[src/design/multipart_boundary_stripper_assert.svh]
// ----------------------------------------------------------------------------
// multipart_boundary_stripper_assert.svh
// Assertion macros for the multipart boundary stripper.
// ----------------------------------------------------------------------------
`ifndef MULTIPART_BOUNDARY_STRIPPER_ASSERT_SVH
`define MULTIPART_BOUNDARY_STRIPPER_ASSERT_SVH

// Same-cycle implication.
`define MBS_ASSERT_NOW(lbl, ante, cons, msg) \
  lbl: assert property (@(posedge clk) disable iff (!rst_n) (ante) |-> (cons)) \
    else $error(msg);

// Next-cycle implication.
`define MBS_ASSERT_NEXT(lbl, ante, cons, msg) \
  lbl: assert property (@(posedge clk) disable iff (!rst_n) (ante) |=> (cons)) \
    else $error(msg);

`endif

[src/design/mbs_pkg.sv]
// ----------------------------------------------------------------------------
// mbs_pkg
// Shared types and constants of the multipart boundary stripper.
// ----------------------------------------------------------------------------
package mbs_pkg;

  localparam int LEN_W          = 6;
  localparam int CFG_IDX_W      = 3;
  localparam int CFG_DATA_W     = 64;
  localparam int WORD_BYTES     = 8;
  localparam int KEY_BYTES_DEF  = 56;
  localparam int KEY_LENGTH_RST = 1;

  localparam int REG_KEY_LENGTH    = 0;
  localparam int REG_KEY_WORD_BASE = 1;

  typedef logic [7:0] byte_t;

  typedef struct packed {
    logic                  we;
    logic [CFG_IDX_W-1:0]  index;
    logic [CFG_DATA_W-1:0] data;
  } cfg_wr_t;

endpackage

[src/design/mbs_if.sv]
// ----------------------------------------------------------------------------
// mbs_in_if / mbs_out_if
// Valid/ready channels for body bytes and stripped results.
// ----------------------------------------------------------------------------
interface mbs_in_if;
  logic          valid;
  logic          ready;
  mbs_pkg::byte_t data_byte;
  logic          end_of_stream;

  modport source (output valid, output data_byte, output end_of_stream, input ready);
  modport sink   (input valid, input data_byte, input end_of_stream, output ready);
endinterface

interface mbs_out_if;
  logic          valid;
  logic          ready;
  mbs_pkg::byte_t out_byte;
  logic          boundary_found;
  logic          last_of_run;

  modport source (output valid, output out_byte, output boundary_found,
                  output last_of_run, input ready);
  modport sink   (input valid, input out_byte, input boundary_found,
                  input last_of_run, output ready);
endinterface

[src/design/mbs_key_store.sv]
// ----------------------------------------------------------------------------
// mbs_key_store
// Boundary key registers, effective key length and one byte read port.
// ----------------------------------------------------------------------------
module mbs_key_store #(
  parameter int KEY_BYTES = mbs_pkg::KEY_BYTES_DEF
) (
  input  logic                          clk,
  input  logic                          rst_n,
  input  mbs_pkg::cfg_wr_t              cfg,
  input  logic [$clog2(KEY_BYTES)-1:0]  rd_addr,
  output mbs_pkg::byte_t                rd_byte,
  output logic [mbs_pkg::LEN_W-1:0]     eff_len
);

  localparam int KEY_WORDS = (KEY_BYTES + mbs_pkg::WORD_BYTES - 1) / mbs_pkg::WORD_BYTES;
  localparam int WORD_W    = mbs_pkg::WORD_BYTES * 8;

  logic [mbs_pkg::LEN_W-1:0] key_length_r;
  logic [WORD_W-1:0]         key_word_r [KEY_WORDS];
  mbs_pkg::byte_t            key_bytes  [KEY_WORDS*mbs_pkg::WORD_BYTES];

  always_ff @(posedge clk) begin
    if (!rst_n) begin
      key_length_r <= mbs_pkg::LEN_W'(mbs_pkg::KEY_LENGTH_RST);
    end else if (cfg.we && cfg.index == mbs_pkg::CFG_IDX_W'(mbs_pkg::REG_KEY_LENGTH)) begin
      key_length_r <= cfg.data[mbs_pkg::LEN_W-1:0];
    end
  end

  for (genvar w = 0; w < KEY_WORDS; w++) begin : g_word
    always_ff @(posedge clk) begin
      if (!rst_n) begin
        key_word_r[w] <= '0;
      end else if (cfg.we &&
                   cfg.index == mbs_pkg::CFG_IDX_W'(mbs_pkg::REG_KEY_WORD_BASE + w)) begin
        key_word_r[w] <= cfg.data[WORD_W-1:0];
      end
    end
    for (genvar b = 0; b < mbs_pkg::WORD_BYTES; b++) begin : g_byte
      assign key_bytes[w*mbs_pkg::WORD_BYTES+b] = key_word_r[w][b*8 +: 8];
    end
  end

  assign rd_byte = key_bytes[rd_addr];

  always_comb begin
    if (key_length_r == '0) begin
      eff_len = mbs_pkg::LEN_W'(1);
    end else if (key_length_r > mbs_pkg::LEN_W'(KEY_BYTES)) begin
      eff_len = mbs_pkg::LEN_W'(KEY_BYTES);
    end else begin
      eff_len = key_length_r;
    end
  end

endmodule

[src/design/multipart_boundary_stripper.sv]
// ----------------------------------------------------------------------------
// multipart_boundary_stripper
// Passes body bytes through, holds bytes that match the boundary key so far
// and replaces a full match by one boundary marker.
// ----------------------------------------------------------------------------
// channel | dir | payload                                    | per transfer
// in_ch   | in  | data_byte, end_of_stream                   | one body byte
// out_ch  | out | out_byte, boundary_found, last_of_run       | one result
// cfg_*   | in  | cfg_we, cfg_index, cfg_data                | one register write
//
// Each byte is compared in S_TEST, then held, ends a match or goes to S_EMIT;
// a mismatch after m held bytes runs S_RETEST and S_FLUSH, which emits the m
// held bytes, and the byte is then held again or passed: the sequencer
// compares against one key byte per cycle through a single read port.
// Reset is synchronous; key_length resets to 1, key words to 0.
// A stalled out_ch holds the sequencer in its emitting state; in_ch is
// ready only while the sequencer is idle, even with a result still waiting.
// ----------------------------------------------------------------------------
module multipart_boundary_stripper #(
  parameter int KEY_BYTES = mbs_pkg::KEY_BYTES_DEF
) (
  input  logic                           clk,
  input  logic                           rst_n,
  mbs_in_if.sink                         in_ch,
  mbs_out_if.source                      out_ch,
  input  logic                           cfg_we,
  input  logic [mbs_pkg::CFG_IDX_W-1:0]  cfg_index,
  input  logic [mbs_pkg::CFG_DATA_W-1:0] cfg_data
);

`include "multipart_boundary_stripper_assert.svh"

  localparam int KB_AW = $clog2(KEY_BYTES);
  localparam int LW    = mbs_pkg::LEN_W;

  typedef enum logic [4:0] {
    S_IDLE   = 5'b00001,
    S_TEST   = 5'b00010,
    S_RETEST = 5'b00100,
    S_FLUSH  = 5'b01000,
    S_EMIT   = 5'b10000
  } state_t;

  state_t           state_r, state_nxt;
  mbs_pkg::byte_t   byte_r, byte_nxt;
  logic             eos_r, eos_nxt;
  logic             hit_r, hit_nxt;
  logic [LW-1:0]    cnt_r, cnt_nxt;
  logic [LW-1:0]    m_r, m_nxt;
  logic [LW-1:0]    idx_r, idx_nxt;

  logic             out_valid_r, out_valid_nxt;
  mbs_pkg::byte_t   out_byte_r;
  logic             out_bnd_r;
  logic             out_last_r;

  logic             load;
  mbs_pkg::byte_t   ld_byte;
  logic             ld_bnd;
  logic             ld_last;

  mbs_pkg::cfg_wr_t cfg;
  logic [KB_AW-1:0] rd_addr;
  mbs_pkg::byte_t   key_rd;
  logic [LW-1:0]    eff_len;
  logic             in_xfer;
  logic             slot_free;
  logic             key_eq;
  logic [LW-1:0]    m_inc;

  assign cfg.we    = cfg_we;
  assign cfg.index = cfg_index;
  assign cfg.data  = cfg_data;

  mbs_key_store #(
    .KEY_BYTES (KEY_BYTES)
  ) u_key (
    .clk     (clk),
    .rst_n   (rst_n),
    .cfg     (cfg),
    .rd_addr (rd_addr),
    .rd_byte (key_rd),
    .eff_len (eff_len)
  );

  assign in_ch.ready = (state_r == S_IDLE);
  assign in_xfer     = in_ch.valid && in_ch.ready;
  assign slot_free   = !out_valid_r || out_ch.ready;
  assign key_eq      = (key_rd == byte_r);
  assign m_inc       = m_r + LW'(1);

  always_comb begin
    case (state_r)
      S_TEST:  rd_addr = m_r[KB_AW-1:0];
      S_FLUSH: rd_addr = idx_r[KB_AW-1:0];
      default: rd_addr = '0;
    endcase
  end

  always_comb begin
    state_nxt = state_r;
    byte_nxt  = byte_r;
    eos_nxt   = eos_r;
    hit_nxt   = hit_r;
    cnt_nxt   = cnt_r;
    m_nxt     = m_r;
    idx_nxt   = idx_r;
    load      = 1'b0;
    ld_byte   = byte_r;
    ld_bnd    = 1'b0;
    ld_last   = 1'b0;
    case (state_r)
      S_IDLE: begin
        if (in_xfer) begin
          byte_nxt  = in_ch.data_byte;
          eos_nxt   = in_ch.end_of_stream;
          m_nxt     = (cnt_r >= eff_len) ? '0 : cnt_r;
          state_nxt = S_TEST;
        end
      end
      S_TEST: begin
        if (key_eq) begin
          if (m_inc == eff_len) begin
            if (slot_free) begin
              load      = 1'b1;
              ld_byte   = '0;
              ld_bnd    = 1'b1;
              ld_last   = 1'b1;
              cnt_nxt   = '0;
              state_nxt = S_IDLE;
            end
          end else begin
            cnt_nxt   = eos_r ? '0 : m_inc;
            state_nxt = S_IDLE;
          end
        end else if (m_r != '0) begin
          state_nxt = S_RETEST;
        end else begin
          state_nxt = S_EMIT;
        end
      end
      S_RETEST: begin
        hit_nxt   = key_eq;
        idx_nxt   = '0;
        state_nxt = S_FLUSH;
      end
      S_FLUSH: begin
        if (slot_free) begin
          load    = 1'b1;
          ld_byte = key_rd;
          ld_last = hit_r && (idx_r == m_r - LW'(1));
          idx_nxt = idx_r + LW'(1);
          if (idx_r == m_r - LW'(1)) begin
            if (hit_r) begin
              cnt_nxt   = eos_r ? '0 : LW'(1);
              state_nxt = S_IDLE;
            end else begin
              state_nxt = S_EMIT;
            end
          end
        end
      end
      S_EMIT: begin
        if (slot_free) begin
          load      = 1'b1;
          ld_byte   = byte_r;
          ld_last   = 1'b1;
          cnt_nxt   = '0;
          state_nxt = S_IDLE;
        end
      end
      default: begin
        state_nxt = S_IDLE;
      end
    endcase
  end

  always_comb begin
    if (load) begin
      out_valid_nxt = 1'b1;
    end else if (out_ch.ready) begin
      out_valid_nxt = 1'b0;
    end else begin
      out_valid_nxt = out_valid_r;
    end
  end

  always_ff @(posedge clk) begin
    if (!rst_n) begin
      state_r     <= S_IDLE;
      cnt_r       <= '0;
      out_valid_r <= 1'b0;
    end else begin
      state_r     <= state_nxt;
      cnt_r       <= cnt_nxt;
      out_valid_r <= out_valid_nxt;
    end
  end

  always_ff @(posedge clk) begin
    byte_r <= byte_nxt;
    eos_r  <= eos_nxt;
    hit_r  <= hit_nxt;
    m_r    <= m_nxt;
    idx_r  <= idx_nxt;
    if (load) begin
      out_byte_r <= ld_byte;
      out_bnd_r  <= ld_bnd;
      out_last_r <= ld_last;
    end
  end

  assign out_ch.valid          = out_valid_r;
  assign out_ch.out_byte       = out_byte_r;
  assign out_ch.boundary_found = out_bnd_r;
  assign out_ch.last_of_run    = out_last_r;

  `MBS_ASSERT_NOW(a_marker_last, out_ch.valid && out_ch.boundary_found,
    out_ch.last_of_run && out_ch.out_byte == '0, "boundary marker not last or nonzero")
  `MBS_ASSERT_NEXT(a_accept_test, in_xfer, state_r == S_TEST && !in_ch.ready,
    "accepted byte did not start a compare")
  `MBS_ASSERT_NOW(a_flush_range, state_r == S_FLUSH, idx_r < m_r && m_r != '0,
    "flush index outside held prefix")
  `MBS_ASSERT_NOW(a_cnt_range, state_r == S_IDLE, cnt_r < LW'(KEY_BYTES),
    "held count beyond key size")

endmodule

[src/flat_wrapper.sv]
// flat-port wrapper written by rule: the top's interface ports become plain ports
module multipart_boundary_stripper_flat 
#(
  parameter int KEY_BYTES = mbs_pkg::KEY_BYTES_DEF
)
  (clk, rst_n, cfg_we, cfg_index, cfg_data, in_ch_valid, in_ch_data_byte, in_ch_end_of_stream, in_ch_ready, out_ch_valid, out_ch_out_byte, out_ch_boundary_found, out_ch_last_of_run, out_ch_ready);
  mbs_in_if in_ch_i ();
  mbs_out_if out_ch_i ();
  input  logic clk;
  input  logic rst_n;
  input  logic cfg_we;
  input  logic [mbs_pkg::CFG_IDX_W-1:0] cfg_index;
  input  logic [mbs_pkg::CFG_DATA_W-1:0] cfg_data;
  input wire logic [$bits(in_ch_i.valid)-1:0] in_ch_valid;
  input wire logic [$bits(in_ch_i.data_byte)-1:0] in_ch_data_byte;
  input wire logic [$bits(in_ch_i.end_of_stream)-1:0] in_ch_end_of_stream;
  output wire logic [$bits(in_ch_i.ready)-1:0] in_ch_ready;
  output wire logic [$bits(out_ch_i.valid)-1:0] out_ch_valid;
  output wire logic [$bits(out_ch_i.out_byte)-1:0] out_ch_out_byte;
  output wire logic [$bits(out_ch_i.boundary_found)-1:0] out_ch_boundary_found;
  output wire logic [$bits(out_ch_i.last_of_run)-1:0] out_ch_last_of_run;
  input wire logic [$bits(out_ch_i.ready)-1:0] out_ch_ready;
  assign in_ch_i.valid = in_ch_valid;
  assign in_ch_i.data_byte = in_ch_data_byte;
  assign in_ch_i.end_of_stream = in_ch_end_of_stream;
  assign in_ch_ready = in_ch_i.ready;
  assign out_ch_valid = out_ch_i.valid;
  assign out_ch_out_byte = out_ch_i.out_byte;
  assign out_ch_boundary_found = out_ch_i.boundary_found;
  assign out_ch_last_of_run = out_ch_i.last_of_run;
  assign out_ch_i.ready = out_ch_ready;
  multipart_boundary_stripper #(.KEY_BYTES(KEY_BYTES)) u_core (.clk(clk), .rst_n(rst_n), .in_ch(in_ch_i), .out_ch(out_ch_i), .cfg_we(cfg_we), .cfg_index(cfg_index), .cfg_data(cfg_data));
endmodule
[config.mk]
export PLATFORM = sky130hd
export DESIGN_NAME = multipart_boundary_stripper_flat
export DESIGN_NICKNAME = d
export VERILOG_FILES = /design/src/design/mbs_pkg.sv /design/src/design/mbs_if.sv /design/src/design/mbs_key_store.sv /design/src/design/multipart_boundary_stripper.sv /design/src/flat_wrapper.sv
export VERILOG_INCLUDE_DIRS = /design/src /design/src/design
export SDC_FILE = /design/constraint.sdc
export NUM_CORES = 1
export LEC_CHECK = 0
export BUFFER_PORTS_ARGS = -buffer_cell sky130_fd_sc_hd__buf_2
export CAP_MARGIN = 20
export CORE_ASPECT_RATIO = 1.2
export CORE_UTILIZATION = 45
export DETAILED_ROUTE_END_ITERATION = 8
export PLACE_DENSITY = 0.64
export SETUP_SLACK_MARGIN = 0.05
export SLEW_MARGIN = 20
export SYNTH_ARGS = -nofsm -noshare
export SYNTH_HDL_FRONTEND = slang
export SYNTH_HIERARCHICAL = 1
export SYNTH_SLANG_ARGS = --single-unit
[constraint.sdc]
create_clock -name clk -period 7.87 [get_ports clk]
set_clock_uncertainty 0.05 [all_clocks]
set_input_delay 1.1805 -clock clk [delete_from_list [all_inputs] [get_ports clk]]
set_output_delay 1.1805 -clock clk [all_outputs]
set_load 0.005 [all_outputs]
Word-level counts from Yosys, hierarchy flattened
Memories as Yosys holds them, arrays and structs flattened. Index checks and enable logic that the tools add are counted.

Input bits: 81. Register bits: 50. Bits in read-only memories: 0. RAM bits: 448. Output and inout bits: 12. Bits in latches: 0. Memories: 1.

Reductions and logical operators: 23. Bitwise operators: 8. Muxes and demuxes: 68. Order comparisons: 3. Multiply operators: 0. Divide/modulo/power cells: 0. Shifts and indexed selects: 0. Eq/ne operators: 20. Add/sub/neg operators: 3.

Memories: u_core.u_key.key_word_r (words 7, width 64, rd ports 7, clocked after Yosys merged registers in 0, write ports 7, RTL line mbs_key_store.sv:20) `logic [WORD_W-1:0] key_word_r [KEY_WORDS];`.

Operator list (number): $mux W64 (7); $mux W6 (10); $bmux W8 S6 (1); $mux W8 (6); $mux W5 (8); $mux W1 (29); $pmux W5 S5 (1); $pmux W6 S2 (2); $pmux W6 S3 (1); $pmux W8 S2 (1); $add A6 B1 Y6 const B (2); $eq A3 B3 Y1 const B (4); $eq A6 B6 Y1 (2); $logic_and A1 B1 Y1 (10); $eq A8 B8 Y1 (1); $ne A2 B1 Y1 const B (4); $ge A7 B7 Y1 const B (1); $not A6 Y7 (1); $or A1 B1 Y1 (7); $eq A3 B2 Y1 const B (2); $ge A6 B6 Y1 (1); $gt A6 B6 Y1 const B (1); $logic_not A6 Y1 (1); $reduce_bool A6 Y1 (1); 19 further kinds (21).

Depth between registers and ports, before layout
Depth in word-level cells: 10. Gate-level depth with buffers: 21.

Modules after synthesis
Netlist, hierarchy kept.

By module, submodules not included: mbs_key_store (cells each 1225, area an instance 20413.3 µm², instances 1); multipart_boundary_stripper (cells each 247, area an instance 2677.6 µm², instances 1).

Least setup slack after synthesis
OpenSTA, ideal clock, no wires.

Path type: input to register. Start: in cfg_we. End: mem u_core/u_key/key_word_r[3][0] (netlist bit) (enable). Path slack: 1.243 ns. Path buffers: 0. Setup time: 0.582 ns. Data arrival time: 5.996 ns. Required time: 7.238 ns. Cell stages on the path: 2. Path through: nand2_1 -> o31ai_1.

RTL lines: start, declared (RTL line flat_wrapper.sv:11) `input logic cfg_we;`; end, declared (RTL line mbs_key_store.sv:20).

Worst setup path in the final report
Start: reg u_core.state_r[2]. End: reg u_core.out_byte_r[1] (netlist: u_core/out_ch.out_byte[1]) (enable).

Longest elaborated chain between the ends: 9. Elaborated cells on any way between the ends: 12.

RTL lines: start, declared (RTL line multipart_boundary_stripper.sv:44) `state_t state_r, state_nxt;`; start signal, assigned (RTL line multipart_boundary_stripper.sv:194) `state_r <= state_nxt;`; $eq A5 B4 Y1 or $eq A5 B2 Y1 (tied branches) (RTL line multipart_boundary_stripper.sv:93) `case (state_r)`; $pmux W6 S2 (*) (RTL line multipart_boundary_stripper.sv:93); via u_core.rd_addr[0] (RTL line multipart_boundary_stripper.sv:63) `logic [KB_AW-1:0] rd_addr;`; $not A6 Y7 (implied by the code) (*) (RTL line mbs_key_store.sv:45) `assign rd_byte = key_bytes[rd_addr];`; $bmux W8 S6 (*) (RTL line mbs_key_store.sv:45); $mux W8 (implied by the code) (*) (2 in series) (RTL line mbs_key_store.sv:45); via u_core.key_rd[1] (RTL line multipart_boundary_stripper.sv:64) `mbs_pkg::byte_t key_rd;`; $eq A8 B8 Y1 (*) (RTL line multipart_boundary_stripper.sv:89) `assign key_eq = (key_rd == byte_r);`; $mux W1 (*) (RTL line multipart_boundary_stripper.sv:122) `if (key_eq) begin`; $pmux W1 S2 (*) (RTL line multipart_boundary_stripper.sv:112) `case (state_r)`; via u_core.load (RTL line multipart_boundary_stripper.sv:57) `logic load;`; end signal, assigned (RTL line multipart_boundary_stripper.sv:207) `out_byte_r <= ld_byte;`; end, declared (RTL line multipart_boundary_stripper.sv:53) `mbs_pkg::byte_t out_byte_r;`.

Mark *: on every way through the listed nets, which the timed path passes. The rest lies on a longest branch. The select of a mux whose other input is x is not followed. A chain may end at the register's enable or synchronous reset.

==> impl_metrics.csv <==
group,metric,value,unit
drt,num_vias,12500,
worst_setup_path,worst_setup_path_start_kind,"register",
clock_network,clockBufferDepth,3,
floorplanning,die-area,52200,sq um
logic_synthesis,synth-seq-cells,498,
drt,vias_per_cell,5.61,
logic_synthesis,synth_mux_area_frac,0.139,
floorplanning,die_h,250,um
clock_network,cts_buffers,50,
floorplanning,initial_utilization,0.458,
logic_synthesis,yosysWarnings,6,
worst_setup_path,crit_fanout,74,
finish,nNetsFinal,1643,
power_and_ir_drop,p_seq_frac,0.534,
power_and_ir_drop,power.density,228,nW/um^2
logic_synthesis,syn_inst,1472,
drt,antenna_left,0,
drt,dr.first_iter.drc_count,1113,
worst_setup_path,crit_required,8.03,ns
grt,antenna_found_initial,4,
min_path,hold_path.class,"reg2reg",
min_path,min_path_cells,2,
drt,wl,53.7,mm
timing,drv_slew,0,
placed_design,dp_hpwl,33.0,mm
logic_synthesis,netlist_area,23100,sq um
clock_network,ctsHoldBuffers,0,
logic_synthesis,synth_seq_area_share,0.640,
clock_network,cts_root_buf,"clkbuf_16",
floorplanning,die_w,209,um
power_and_ir_drop,leakage,8.81,nW
job,maxCapViolations,0,
timing,rsz0062_at_grt,"no",
logic_synthesis,synth-compound-area-share,0.0304,
timing,fin_tns_setup,0,ns
grt,grt_max_degree,75,
floorplanning,coreArea,50400,sq um
clock_network,cts_tree,"yes",
logic_synthesis,synth.net_count,1562,
finish,syn_to_final_growth,11.8,%
logic_synthesis,synth_simple_gate_area_frac,0.149,
logic_synthesis,ys.flop_type,"edfxtp_1",
power_and_ir_drop,p_switching,1.34,mW
worst_setup_path,cp-end-kind,"register",
logic_synthesis,async_reset_ff_frac,0,
timing,worstMarginPinSlew,1.04,ns
timing,period_needed,6.11,ns
drt,drcViolationCount,0,
worst_setup_path,crit_chain,"nor2_2, and4bb_1, a22o_4, buf_12, buf_4, mux4_2, mux4_2, a21oi_1, nor2_1, xor2_1, nor4_4, nand3_1, or3_1, a21oi_1",
clock_network,clock_latency,0.60,ns
power_and_ir_drop,ir_drop,0.146,mV
worst_setup_path,path_class,"reg2reg",
grt,grt_usage,0.212,
outcome,status,"completed",
power_and_ir_drop,intPower,4.56,mW
power_and_ir_drop,swShare,0.227,
drt,drtPass1Iterations,5,
clock_network,post_cts_buffers,0,
finish,drive_gt1_frac,0.220,
finish,fin_cells,2237,
worst_setup_path,reg2regPathDepth,14,
logic_synthesis,synth_top_family_by_area,"simple AND/OR/NAND/NOR gates",
timing,finalSetupViolCount,0,
timing,min_period_over_period,0.777,
power_and_ir_drop,power_frac_comb,0.077,
placed_design,gp_congestion,0.882,
clock_network,cts_max_level,2,
drt,avgRoutedWirePerCell,24.0,um
logic_synthesis,avgSynthCellArea,15.7,sq um
grt,grt_pass1_wl,82.7,mm
placed_design,post-place-cells,2145,
placed_design,placed_cell_area,24300,sq um
clock_network,post_cts_resized,0,
grt,grt-ovfl-total,0,
logic_synthesis,synthXorXnorAreaFrac,0.0131,
clock_network,clock_sinks,498,
grt,grt_pass1_vias,13000,
power_and_ir_drop,clkPwrFrac,0.389,
worst_setup_path,crit_arrival,6.27,ns
finish,fin_area,25800,sq um
worst_setup_path,cpPeakStageDelay,0.76,ns
floorplanning,rows,90,
floorplanning,io_pins,93,
timing,maxSlewHeadroom,0.303,
timing,max_freq,164,MHz
logic_synthesis,yosys.area_share.adder,0.00488,
logic_synthesis,ys_types,66,
placed_design,io_buffers,92,
worst_setup_path,cp_slowest_cell,"a21oi_1",
timing,finalHoldViolations,0,
clock_network,path_clk_slew,0.06,ns
logic_synthesis,synth_edf_count,480,
## final cells by class
type,count,area (sq um)
Clock inverter,24,208
Tap cell,644,806
Inverter,20,75.1
Timing Repair Buffer,122,698
Multi-Input combinational cell,861,7920
Fill cell,4210,24600
Sequential cell,498,14800
Antenna cell,1,2.50
Clock buffer,67,1340
## flip-flops by register name (all words and copies together) (netlist names), 5 cells and up
register                   flops
u_core/byte_r                  8
u_core/cnt_r                   6
u_core/u_key/key_word_r      448
u_core/state_r                 5
u_core/out_ch.out_byte         8
u_core/u_key/key_length_r      6
u_core/m_r                     6
u_core/idx_r                   6
## worst paths after layout
kind,to,startpoint,slack (ns)
setup / recovery,u_core/out_ch.out_byte[1],u_core/state_r[2],1.76
hold / removal,u_core/cnt_r[5],u_core/cnt_r[5],0.46
setup reg to reg,u_core/out_ch.out_byte[1],u_core/state_r[2],1.76
hold reg to reg,u_core/cnt_r[5],u_core/cnt_r[5],0.46
## placed cells by master (no fill, tap or decap), types with 5 or more instances in the layout
cell type / netlist / routed
edfxtp_1: 480 / 480
and2_1: 451 / 451
mux4_2: 129 / 129
buf_2: 13 / 92
clkbuf_16: 0 / 51
nor2_1: 35 / 29
buf_4: 6 / 29
mux2i_1: 27 / 27
inv_1: 19 / 19
dfxtp_1: 18 / 18
nand2_1: 17 / 17
clkbuf_1: 61 / 16
xnor2_1: 16 / 16
xor2_1: 16 / 16
a21oi_1: 15 / 15
clkinv_1: 1 / 13
nor2b_1: 13 / 13
o21ai_0: 19 / 13
a22o_1: 14 / 11
nand3_1: 10 / 10
nor3_1: 11 / 10
a211oi_1: 10 / 10
ha_1: 9 / 9
nand2b_1: 7 / 7
o22ai_1: 6 / 6
o21ai_4: 0 / 6
nor2_4: 0 / 6
clkinv_2: 0 / 5
a21o_1: 5 / 5
o32ai_1: 5 / 5
## cell usage after synthesis, types with 2 or more instances
| library cell | number | area share |
|---|---|---|
| a2111oi_2 | 2 | 0.0013 |
| a211oi_1 | 10 | 0.0033 |
| a21o_1 | 5 | 0.0016 |
| a21oi_1 | 15 | 0.0033 |
| a22o_1 | 14 | 0.0053 |
| a31oi_1 | 2 | 0.00054 |
| and2_1 | 451 | 0.12 |
| and3_1 | 2 | 0.00054 |
| buf_1 | 2 | 0.00033 |
| buf_2 | 13 | 0.0028 |
| buf_4 | 6 | 0.0020 |
| buf_6 | 9 | 0.0044 |
| clkbuf_1 | 61 | 0.0099 |
| dfxtp_1 | 18 | 0.016 |
| edfxtp_1 | 480 | 0.62 |
| ha_1 | 9 | 0.0049 |
| inv_1 | 19 | 0.0031 |
| mux2i_1 | 27 | 0.012 |
| mux4_2 | 129 | 0.13 |
| nand2_1 | 17 | 0.0028 |
| nand2b_1 | 7 | 0.0019 |
| nand3_1 | 10 | 0.0022 |
| nand4_1 | 3 | 0.00081 |
| nor2_1 | 35 | 0.0057 |
| nor2_2 | 2 | 0.00054 |
| nor2b_1 | 13 | 0.0035 |
| nor3_1 | 11 | 0.0024 |
| nor4_4 | 2 | 0.0018 |
| o21ai_0 | 19 | 0.0041 |
| o21ai_1 | 3 | 0.00065 |
| o22ai_1 | 6 | 0.0016 |
| o32ai_1 | 5 | 0.0019 |
| or2_2 | 2 | 0.00054 |
| xnor2_1 | 16 | 0.0061 |
| xor2_1 | 16 | 0.0061 |
## stage by stage
step | setup slack, ns | utilization | total power [mW] | hold slack, ns
after floorplan | 1.24 | - | 3.49 | 0.415
after global placement | 1.78 | 0.481 | 3.65 | 0.443
after global routing | 1.37 | 0.512 | 6.08 | 0.492
after detailed placement | 1.80 | 0.481 | 3.66 | 0.448
final | 1.76 | 0.512 | 5.89 | 0.461
after CTS | 1.77 | 0.512 | 5.95 | 0.459
## routing by layer
metal  vias up  track usage  wire, um  part of all wire
met2       369        0.354     26500              0.49
met3        77       0.0362      3200             0.060
li1       5646            -         -                 -
met1      6452        0.288     22800              0.43
met5         -            0         0                 0
met4         0       0.0576      1210             0.023
## critical path, delay by kind of cell, from the launching register on
kind | cells | cell delay (ns)
buf+inv | 2 | 0.85
mux | 2 | 1.01
xor+xnor | 1 | 0.23
flops | 1 | 0.38
compound gates | 3 | 1.30
simple gates | 6 | 1.77
## cells by family (layout without fill, tap and decap cells)
logic type,Yosys count,in the layout
xor+xnor,33,33
fa+ha+maj,9,9
other cells,0,1
mux,157,157
compound gates,96,96
flops,498,498
buf+inv,113,233
simple gates,566,566
## power groups by stage
stage          Sequential, mW  Combinational [mW]  Clock [mW]
2_1_floorplan            3.19               0.306           0
3_3_place_gp             3.20               0.451           0
3_5_place_dp             3.21               0.457           0
4_1_cts                  3.15               0.458        2.34
5_1_grt                  3.16               0.488        2.43
6_report                 3.15               0.452        2.29
(Power assumes the default switching activity.)
